`src/hw/rtl/bhv_pkg.sv`:
```
// Shared types and constants of the BMP header validator.
package bhv_pkg;

  // One input item: a header byte with the file length and the end marker.
  typedef struct packed {
    logic [7:0]  header_byte;
    logic [31:0] file_length;
    logic        end_of_header;
  } in_item_t;

  // One result item.
  typedef struct packed {
    logic [3:0]  status;
    logic [15:0] image_width;
    logic [15:0] image_height;
    logic [31:0] pixel_offset;
    logic [17:0] row_bytes;
    logic [5:0]  bits_per_pixel;
    logic        rows_top_down;
  } out_item_t;

  // Result status codes, in the order the checks are made.
  typedef enum logic [3:0] {
    ST_OK         = 4'd0,
    ST_SHORT      = 4'd1,
    ST_SIGNATURE  = 4'd2,
    ST_INFO_SIZE  = 4'd3,
    ST_PLANES     = 4'd4,
    ST_DEPTH      = 4'd5,
    ST_COMPRESSED = 4'd6,
    ST_WIDTH      = 4'd7,
    ST_HEIGHT     = 4'd8,
    ST_OFFSET     = 4'd9,
    ST_TRUNCATED  = 4'd10,
    ST_NOT_STRICT = 4'd11
  } status_t;

  // Configuration register indexes.
  localparam logic [1:0] CFG_MAX_WIDTH  = 2'd0;
  localparam logic [1:0] CFG_MAX_HEIGHT = 2'd1;
  localparam logic [1:0] CFG_STRICT     = 2'd2;

  // Configuration reset values.
  localparam logic [15:0] MAX_WIDTH_RST  = 16'd128;
  localparam logic [15:0] MAX_HEIGHT_RST = 16'd128;

  // Header layout and limits.
  localparam logic [31:0] HDR_LEN    = 32'd54;
  localparam logic [5:0]  HDR_CNT    = 6'd54;
  localparam logic [5:0]  COUNT_MAX  = 6'd63;
  localparam logic [31:0] INFO_LEN   = 32'd40;
  localparam logic [7:0]  SIG_B      = 8'h42;
  localparam logic [7:0]  SIG_M      = 8'h4D;
  localparam logic [15:0] BPP_24     = 16'd24;
  localparam logic [15:0] BPP_32     = 16'd32;
  localparam logic [5:0]  OFS_OFFSET = 6'd10;
  localparam logic [5:0]  OFS_INFO   = 6'd14;
  localparam logic [5:0]  OFS_WIDTH  = 6'd18;
  localparam logic [5:0]  OFS_HEIGHT = 6'd22;
  localparam logic [5:0]  OFS_PLANES = 6'd26;
  localparam logic [5:0]  OFS_COMP   = 6'd30;
  localparam logic [5:0]  OFS_END    = 6'd34;

  // Captured header handed from the front part to the back part.
  typedef struct packed {
    logic [31:0] file_length;
    logic        count_ok;
    logic        sig_ok;
    logic [31:0] offset;
    logic [31:0] dib_size;
    logic [31:0] width;
    logic [31:0] height;
    logic [31:0] planes_depth;
    logic [31:0] compression;
  } hdr_t;

  // Configuration seen by the back part.
  typedef struct packed {
    logic [15:0] max_width;
    logic [15:0] max_height;
    logic        strict_sprite;
  } cfg_t;

endpackage

```
`src/hw/rtl/bhv_front.sv`:
```
// Front part: byte capture of the header fields and the header queue.
module bhv_front import bhv_pkg::*; (
  input  logic     clk,
  input  logic     rst_n,
  input  logic     push,
  output logic     full,
  input  in_item_t in_data,
  output logic     q_valid,
  output hdr_t     q_data,
  input  logic     q_pop
);

  logic [5:0]  count_r, count_nxt;
  logic        sig_r, sig_nxt;
  logic [31:0] offset_r, offset_nxt;
  logic [31:0] info_r, info_nxt;
  logic [31:0] width_r, width_nxt;
  logic [31:0] height_r, height_nxt;
  logic [31:0] pd_r, pd_nxt;
  logic [31:0] comp_r, comp_nxt;
  logic [1:0]  pos;
  logic [4:0]  bit_lo;
  logic [7:0]  b;
  logic        accept;
  logic        q_wr;
  logic        q_rd;
  hdr_t        snap;

  hdr_t        q_mem_r [2];
  logic        wr_ptr_r;
  logic        rd_ptr_r;
  logic [1:0]  q_cnt_r;

  assign accept = push && !full;
  assign b      = in_data.header_byte;
  // All field start offsets are 2 modulo 4, so the byte lane follows the count.
  assign pos    = count_r[1:0] - 2'd2;
  assign bit_lo = {pos, 3'b000};

  // Next values of the captured fields for the byte at hand.
  always_comb begin
    sig_nxt    = sig_r;
    offset_nxt = offset_r;
    info_nxt   = info_r;
    width_nxt  = width_r;
    height_nxt = height_r;
    pd_nxt     = pd_r;
    comp_nxt   = comp_r;
    priority if (count_r == 6'd0) begin
      sig_nxt = (b == SIG_B);
    end else if (count_r == 6'd1) begin
      sig_nxt = sig_r && (b == SIG_M);
    end else if (count_r >= OFS_OFFSET && count_r < OFS_INFO) begin
      offset_nxt[bit_lo +: 8] = b;
    end else if (count_r >= OFS_INFO && count_r < OFS_WIDTH) begin
      info_nxt[bit_lo +: 8] = b;
    end else if (count_r >= OFS_WIDTH && count_r < OFS_HEIGHT) begin
      width_nxt[bit_lo +: 8] = b;
    end else if (count_r >= OFS_HEIGHT && count_r < OFS_PLANES) begin
      height_nxt[bit_lo +: 8] = b;
    end else if (count_r >= OFS_PLANES && count_r < OFS_COMP) begin
      pd_nxt[bit_lo +: 8] = b;
    end else if (count_r >= OFS_COMP && count_r < OFS_END) begin
      comp_nxt[bit_lo +: 8] = b;
    end else begin
      sig_nxt = sig_r;
    end
    count_nxt = (count_r == COUNT_MAX) ? count_r : count_r + 6'd1;
  end

  // Snapshot of the header including the byte that ends it.
  always_comb begin
    snap.file_length  = in_data.file_length;
    snap.count_ok     = (count_nxt >= HDR_CNT);
    snap.sig_ok       = sig_nxt;
    snap.offset       = offset_nxt;
    snap.dib_size     = info_nxt;
    snap.width        = width_nxt;
    snap.height       = height_nxt;
    snap.planes_depth = pd_nxt;
    snap.compression  = comp_nxt;
  end

  // Capture registers; the end of a header starts the next one from zero.
  always_ff @(posedge clk) begin
    if (!rst_n) begin
      count_r  <= '0;
      sig_r    <= 1'b0;
      offset_r <= '0;
      info_r   <= '0;
      width_r  <= '0;
      height_r <= '0;
      pd_r     <= '0;
      comp_r   <= '0;
    end else if (accept) begin
      if (in_data.end_of_header) begin
        count_r  <= '0;
        sig_r    <= 1'b0;
        offset_r <= '0;
        info_r   <= '0;
        width_r  <= '0;
        height_r <= '0;
        pd_r     <= '0;
        comp_r   <= '0;
      end else begin
        count_r  <= count_nxt;
        sig_r    <= sig_nxt;
        offset_r <= offset_nxt;
        info_r   <= info_nxt;
        width_r  <= width_nxt;
        height_r <= height_nxt;
        pd_r     <= pd_nxt;
        comp_r   <= comp_nxt;
      end
    end
  end

  // Two-entry queue of finished headers toward the back part.
  assign q_wr    = accept && in_data.end_of_header;
  assign q_rd    = q_pop && q_valid;
  assign full    = (q_cnt_r == 2'd2);
  assign q_valid = (q_cnt_r != 2'd0);
  assign q_data  = q_mem_r[rd_ptr_r];

  always_ff @(posedge clk) begin
    if (q_wr) begin
      q_mem_r[wr_ptr_r] <= snap;
    end
  end

  always_ff @(posedge clk) begin
    if (!rst_n) begin
      wr_ptr_r <= 1'b0;
      rd_ptr_r <= 1'b0;
      q_cnt_r  <= '0;
    end else begin
      if (q_wr) wr_ptr_r <= !wr_ptr_r;
      if (q_rd) rd_ptr_r <= !rd_ptr_r;
      if (q_wr && !q_rd) q_cnt_r <= q_cnt_r + 2'd1;
      else if (q_rd && !q_wr) q_cnt_r <= q_cnt_r - 2'd1;
    end
  end

endmodule

```
`src/hw/rtl/bhv_back.sv`:
```
// Back part: check pipeline, row size product and the result queue.
module bhv_back import bhv_pkg::*; (
  input  logic      clk,
  input  logic      rst_n,
  input  cfg_t      cfg,
  input  logic      q_valid,
  input  hdr_t      q_data,
  output logic      q_pop,
  output logic      empty,
  output out_item_t out_data,
  input  logic      pop
);

  // Stage A registers: checks up to the data offset, stride.
  logic        a_valid_r;
  logic [3:0]  a_status_r;
  logic [15:0] a_w_r, a_h_r;
  logic [31:0] a_off_r, a_len_r;
  logic [17:0] a_stride_r;
  logic [5:0]  a_bpp_r;
  logic        a_td_r, a_strict_r;

  // Stage B registers: stride times height.
  logic        b_valid_r;
  logic [3:0]  b_status_r;
  logic [15:0] b_w_r, b_h_r;
  logic [31:0] b_off_r, b_len_r;
  logic [17:0] b_stride_r;
  logic [5:0]  b_bpp_r;
  logic        b_td_r, b_strict_r;
  logic [33:0] b_prod_r;

  // Result queue.
  out_item_t   o_mem_r [2];
  logic        o_wr_ptr_r, o_rd_ptr_r;
  logic [1:0]  o_cnt_r;

  logic        o_full, o_wr, o_rd, a_rdy, b_rdy;
  logic [15:0] planes, bpp;
  logic        td;
  logic [31:0] habs;
  logic [15:0] w16;
  logic [17:0] prod3, prod, stride;
  logic        strict_fail;
  logic [3:0]  a_status_nxt;
  logic [34:0] need;
  logic [3:0]  fin_status;
  out_item_t   result;

  // Stall chain from the result queue back to the header queue.
  assign o_full = (o_cnt_r == 2'd2);
  assign b_rdy  = !b_valid_r || !o_full;
  assign a_rdy  = !a_valid_r || b_rdy;
  assign q_pop  = q_valid && a_rdy;

  // Stage A: field checks in status code order and the padded row size.
  assign planes = q_data.planes_depth[15:0];
  assign bpp    = q_data.planes_depth[31:16];
  assign td     = q_data.height[31];
  assign habs   = td ? (~q_data.height + 32'd1) : q_data.height;
  assign w16    = q_data.width[15:0];
  assign prod3  = {2'b00, w16} + {1'b0, w16, 1'b0};
  assign prod   = (bpp == BPP_32) ? {w16, 2'b00} : prod3;
  assign stride = (prod + 18'd3) & ~18'd3;
  assign strict_fail = cfg.strict_sprite && ((bpp != BPP_24) || td);

  always_comb begin
    priority if (q_data.file_length < HDR_LEN || !q_data.count_ok) begin
      a_status_nxt = ST_SHORT;
    end else if (!q_data.sig_ok) begin
      a_status_nxt = ST_SIGNATURE;
    end else if (q_data.dib_size != INFO_LEN) begin
      a_status_nxt = ST_INFO_SIZE;
    end else if (planes != 16'd1) begin
      a_status_nxt = ST_PLANES;
    end else if (bpp != BPP_24 && bpp != BPP_32) begin
      a_status_nxt = ST_DEPTH;
    end else if (q_data.compression != 32'd0) begin
      a_status_nxt = ST_COMPRESSED;
    end else if (q_data.width[31] || q_data.width == 32'd0 ||
                 q_data.width > {16'd0, cfg.max_width}) begin
      a_status_nxt = ST_WIDTH;
    end else if (habs[31] || habs == 32'd0 || habs > {16'd0, cfg.max_height}) begin
      a_status_nxt = ST_HEIGHT;
    end else if (q_data.offset < HDR_LEN || q_data.offset >= q_data.file_length) begin
      a_status_nxt = ST_OFFSET;
    end else begin
      a_status_nxt = ST_OK;
    end
  end

  always_ff @(posedge clk) begin
    if (!rst_n) begin
      a_valid_r <= 1'b0;
    end else if (a_rdy) begin
      a_valid_r <= q_valid;
    end
  end

  always_ff @(posedge clk) begin
    if (a_rdy) begin
      a_status_r <= a_status_nxt;
      a_w_r      <= w16;
      a_h_r      <= habs[15:0];
      a_off_r    <= q_data.offset;
      a_len_r    <= q_data.file_length;
      a_stride_r <= stride;
      a_bpp_r    <= bpp[5:0];
      a_td_r     <= td;
      a_strict_r <= strict_fail;
    end
  end

  // Stage B: bytes taken by all rows.
  always_ff @(posedge clk) begin
    if (!rst_n) begin
      b_valid_r <= 1'b0;
    end else if (b_rdy) begin
      b_valid_r <= a_valid_r;
    end
  end

  always_ff @(posedge clk) begin
    if (b_rdy) begin
      b_status_r <= a_status_r;
      b_w_r      <= a_w_r;
      b_h_r      <= a_h_r;
      b_off_r    <= a_off_r;
      b_len_r    <= a_len_r;
      b_stride_r <= a_stride_r;
      b_bpp_r    <= a_bpp_r;
      b_td_r     <= a_td_r;
      b_strict_r <= a_strict_r;
      b_prod_r   <= a_stride_r * a_h_r;
    end
  end

  // Stage C: file size check, strict mode and zeroing on failure.
  assign need = {3'b000, b_off_r} + {1'b0, b_prod_r};

  always_comb begin
    priority if (b_status_r != ST_OK) begin
      fin_status = b_status_r;
    end else if (need > {3'b000, b_len_r}) begin
      fin_status = ST_TRUNCATED;
    end else if (b_strict_r) begin
      fin_status = ST_NOT_STRICT;
    end else begin
      fin_status = ST_OK;
    end
    result        = '0;
    result.status = fin_status;
    if (fin_status == ST_OK) begin
      result.image_width    = b_w_r;
      result.image_height   = b_h_r;
      result.pixel_offset   = b_off_r;
      result.row_bytes      = b_stride_r;
      result.bits_per_pixel = b_bpp_r;
      result.rows_top_down  = b_td_r;
    end
  end

  // Two-entry result queue.
  assign o_wr     = b_valid_r && !o_full;
  assign o_rd     = pop && !empty;
  assign empty    = (o_cnt_r == 2'd0);
  assign out_data = o_mem_r[o_rd_ptr_r];

  always_ff @(posedge clk) begin
    if (o_wr) begin
      o_mem_r[o_wr_ptr_r] <= result;
    end
  end

  always_ff @(posedge clk) begin
    if (!rst_n) begin
      o_wr_ptr_r <= 1'b0;
      o_rd_ptr_r <= 1'b0;
      o_cnt_r    <= '0;
    end else begin
      if (o_wr) o_wr_ptr_r <= !o_wr_ptr_r;
      if (o_rd) o_rd_ptr_r <= !o_rd_ptr_r;
      if (o_wr && !o_rd) o_cnt_r <= o_cnt_r + 2'd1;
      else if (o_rd && !o_wr) o_cnt_r <= o_cnt_r - 2'd1;
    end
  end

endmodule

```
`src/hw/rtl/bmp_header_validator_unit.sv`:
```
// Top level of the BMP header validator: configuration registers and the two parts.
// Throughput: one header byte per cycle while full is low; one result per cycle at most.
// A result passes the header queue, the check stage, the row size multiply stage and
// the result queue write before it shows on the output; a full result queue stalls it.
// A two-entry header queue and a two-entry result queue decouple the two sides.
// Reset (rst_n low at a clock edge) clears the capture state and both queues and
// restores max_width and max_height to 128 and strict_sprite to 0.
module bmp_header_validator_unit import bhv_pkg::*; (
  input  logic        clk,
  input  logic        rst_n,
  input  logic        push,
  output logic        full,
  input  in_item_t    in_data,
  output logic        empty,
  input  logic        pop,
  output out_item_t   out_data,
  input  logic        cfg_wr_en,
  input  logic [1:0]  cfg_index,
  input  logic [15:0] cfg_wdata
);

  cfg_t cfg_r;
  logic q_valid;
  logic q_pop;
  hdr_t q_data;

  // Configuration registers.
  always_ff @(posedge clk) begin
    if (!rst_n) begin
      cfg_r.max_width     <= MAX_WIDTH_RST;
      cfg_r.max_height    <= MAX_HEIGHT_RST;
      cfg_r.strict_sprite <= 1'b0;
    end else if (cfg_wr_en) begin
      unique case (cfg_index)
        CFG_MAX_WIDTH:  cfg_r.max_width     <= cfg_wdata;
        CFG_MAX_HEIGHT: cfg_r.max_height    <= cfg_wdata;
        CFG_STRICT:     cfg_r.strict_sprite <= cfg_wdata[0];
        default:        cfg_r               <= cfg_r;
      endcase
    end
  end

  // Byte capture and header queue.
  bhv_front u_front (
    .clk     (clk),
    .rst_n   (rst_n),
    .push    (push),
    .full    (full),
    .in_data (in_data),
    .q_valid (q_valid),
    .q_data  (q_data),
    .q_pop   (q_pop)
  );

  // Checks and result queue.
  bhv_back u_back (
    .clk      (clk),
    .rst_n    (rst_n),
    .cfg      (cfg_r),
    .q_valid  (q_valid),
    .q_data   (q_data),
    .q_pop    (q_pop),
    .empty    (empty),
    .out_data (out_data),
    .pop      (pop)
  );

endmodule

```
`config.mk`:
```
export PLATFORM = sky130hd
export DESIGN_NAME = bmp_header_validator_unit
export DESIGN_NICKNAME = d
export VERILOG_FILES = /design/src/hw/rtl/bhv_pkg.sv /design/src/hw/rtl/bhv_front.sv /design/src/hw/rtl/bhv_back.sv /design/src/hw/rtl/bmp_header_validator_unit.sv
export SDC_FILE = /design/constraint.sdc
export NUM_CORES = 2
export LEC_CHECK = 0
export ABC_CLOCK_PERIOD_IN_PS = 24400
export BUFFER_PORTS_ARGS = -buffer_cell sky130_fd_sc_hd__buf_2
export CAP_MARGIN = 10
export CORE_MARGIN = 4
export CORE_UTILIZATION = 30
export DETAILED_ROUTE_END_ITERATION = 12
export PLACE_DENSITY = 0.54
export SETUP_SLACK_MARGIN = 0.15
export SYNTH_ARGS = -nofsm -noshare
export SYNTH_HDL_FRONTEND = slang
export SYNTH_SLANG_ARGS = --single-unit
```
`constraint.sdc`:
```
create_clock -name clk -period 24.4 [get_ports clk]
set_input_delay 4.88 -clock clk [delete_from_list [all_inputs] [get_ports clk]]
set_output_delay 4.88 -clock clk [all_outputs]
set_load 0.02 [all_outputs]
```
==> impl_metrics.tcl <==
set metrics [dict create \
    rsz0062_at_grt "no" \
    seq_area_um2 32340 \
    multiInputGateArea_um2 23310 \
    stdcell_count 7593 \
    hold_depth 0 \
    clk_path_buf_depth 3 \
    worstSkewPairLatency_ns 0.76 \
    post-cts-setup-buffers 0 \
    synthArstFlopShare 0 \
    path_buf_inv 4 \
    routed.top_layer "met4" \
    critPathRequiredTime_ns 24.78 \
    yosysTopAreaCell "edfxtp_1" \
    cts_made_buffers 131 \
    criticalPathCategory "input port to flip-flop" \
    numClockSinks 1158 \
    cts_root_buf "clkbuf_16" \
    start_util 0.3024 \
    setup_viol 0 \
    cp-start-kind "input port" \
    skew_ns 0.03339 \
    routed_via_density 4.825 \
    wl_mm 149.4 \
    synth_seq_cells 1158 \
    rr_endpoint "u_back.b_prod_r[32]" \
    dpl.cell_count 7353 \
    synthMostInstantiatedCell "edfxtp_1" \
    reg2reg_slack_ns 17.19 \
    met1_length_mm 67.13 \
    nets 5483 \
    crit_chain "buf_2 -> and2_1 -> and3_4 -> buf_4 -> buf_4 -> buf_4" \
    die-area_um2 201600 \
    port_buffers 156 \
    worstSetupEndpointType "flip-flop" \
    yosysWarnings 0 \
    core_area_um2 193000 \
    grt_pass1_vias 36997 \
    fp-row-count 161 \
    cts_resized 0 \
    grt_overflow 0 \
    regMostFlops "u_front.q_mem_r" \
    avgSynthCellArea_um2 12.02 \
    postCtsHoldBufs 0 \
    area_delta_synth_final_pct 13.15 \
    max-slew-margin-rel 0.1688 \
    fin_crit_ns 8.209 \
    vias 36639 \
    place.gp.congestion 0.8316 \
    path_delay_family "buffers and inverters" \
    die_h_um 449.0 \
    synth_edf_count 914 \
    drt_iter0_drc 2508 \
    syn-cell-area_um2 58350 \
    drtAntennaViolNets 0 \
    maxCapViolCount 0 \
    die-width_um 449.0 \
    synthTopCellsByArea "edfxtp_1, dfxtp_1, fa_1, ha_1, inv_1" \
    synth_cell_types 94 \
    drc 0 \
    postSynthCellCount 4853 \
    crit_arrival_ns 8.59 \
    synthFlopType "edfxtp_1" \
    grt_max_degree 129 \
    cpPeakStageDelay_ns 0.92 \
    reg2reg_depth 21 \
    wl_per_cell_um 19.68 \
    hold_class "flip-flop to flip-flop" \
    reg.largest.list "u_front.q_mem_r: 452 flops, u_back.o_mem_r: 182 flops, cfg_r: 33 flops" \
    dr.pass1.iters 5 \
    finalCritPeriodShare 0.3364 \
    tightest_slew_ns 1.241 \
    hold_viol 0 \
    largest_reg_flops 452 \
    hold_end "u_back.b_off_r[5]" \
    synth.top_cell.area_share 0.4703 \
    cp.depth 6 \
    grt_pass1_wl_mm 228.7 \
    worstPathMaxFanout 75 \
    cp_slowest_cell "buf_4" \
    met2WireLength_mm 70.00 \
    maxSlewViolCount 0 \
    cts_max_level 4 \
    crit_top_cell "buf_4" \
    yosysSeqAreaShare 0.5540 \
    yosys-top-cells-count "edfxtp_1, inv_1, nand2_1" \
    dr_wl_met3_mm 6.839 \
    dpl.hpwl_mm 101.9 \
    antenna_found_initial 9 \
    max_freq_mhz 121.8 \
    tns_ns 0 \
    drive_above_1_share 0.1225 \
    ioPinCount 159 \
    status "finished clean" \
    cts_tree "built" \
    reg2reg_from "u_back.a_stride_r[8]" \
    clkTransAtPathRegs_ns 0.06 \
    grt_usage 0.1462 \
    min_from "u_back.a_off_r[5]" \
    fillers 18952 \
]
==> stage by stage <==
step	utilization	setup WS (ns)	hold WS, ns	area, um2
2_1_floorplan	-	8.858	0.4003	58360
3_3_place_gp	0.3200	15.43	0.4021	61760
3_5_place_dp	0.3200	15.38	0.4045	61760
4_1_cts	0.3421	16.17	0.4133	66020
5_1_grt	0.3421	15.97	0.4182	66020
6_report	0.3421	16.19	0.4115	66030
==> worst max-delay path by stage <==
stage               startpoint                      end  slack, ns
global route              push   u_front.q_mem_r[1][23]      15.97
CTS                       push   u_front.q_mem_r[1][23]      16.17
detailed placement        push  u_front.q_mem_r[1][224]      15.38
global placement          push  u_front.q_mem_r[1][224]      15.43
finish                    push  u_front.q_mem_r[1][202]      16.19
floorplan                 push    u_front.q_mem_r[0][0]       8.86
==> layout by cell type (no fill, tap or decap), drive strengths merged, types with 64 or more instances in the layout <==
cell type  count
mux2         164
inv          506
a22oi        199
o21ai        247
nor3         146
a21oi        120
xnor2         66
nor2         111
edfxtp       914
clkbuf       174
ha           263
mux2i         77
nor2b        212
dfxtp        244
and2         146
fa           196
nor4          64
nand2        465
nand3         65
buf          194
==> final cells by class <==
type / count / share of cell area
tap: 2526 / 0.04787
clock buffer: 174 / 0.05446
clock inverter: 62 / 0.01004
inverter: 495 / 0.02822
timing repair buffer: 194 / 0.01643
multi-input combinational: 2980 / 0.3531
sequential: 1158 / 0.4898
antenna: 4 / 0.0001516
==> worst register-to-register path, cell delays in order, from the launching register on <==
cell	delay, ns
edfxtp_1	0.79
and2_1	0.35
fa_1	0.50
inv_1	0.05
fa_1	0.55
fa_1	0.44
fa_1	0.50
inv_1	0.06
fa_1	0.53
inv_1	0.06
fa_1	0.52
inv_1	0.04
ha_1	0.35
o21ai_0	0.26
o21bai_1	0.14
a221oi_1	0.64
a21o_1	0.26
a2111oi_0	0.14
nand3b_1	0.22
a31o_2	0.25
a21o_1	0.18
xor2_1	0.13
==> routing by layer <==
layer	track usage	vias to the layer above
met1	0.1945	18119
met2	0.2388	818
met5	0	-
met3	0.02511	236
li1	-	17466
met4	0.05438	0
==> cell families after synthesis <==
| kind of cell | count (synthesis) | synth area share |
|---|---|---|
| multiplexers | 241 | 0.04492 |
| adder cells (fa/ha/maj) | 459 | 0.1236 |
| XOR/XNOR | 96 | 0.01441 |
| AO/OA/AOI/OAI | 813 | 0.09117 |
| other | 1 | 0.00006426 |
| buffers and inverters | 716 | 0.04781 |
| AND/OR/NAND/NOR | 1369 | 0.1240 |
| flip-flops | 1158 | 0.5540 |
Power is not shown: default switching activity piles up to over one toggle a cycle in this logic, so the estimate is an artifact.
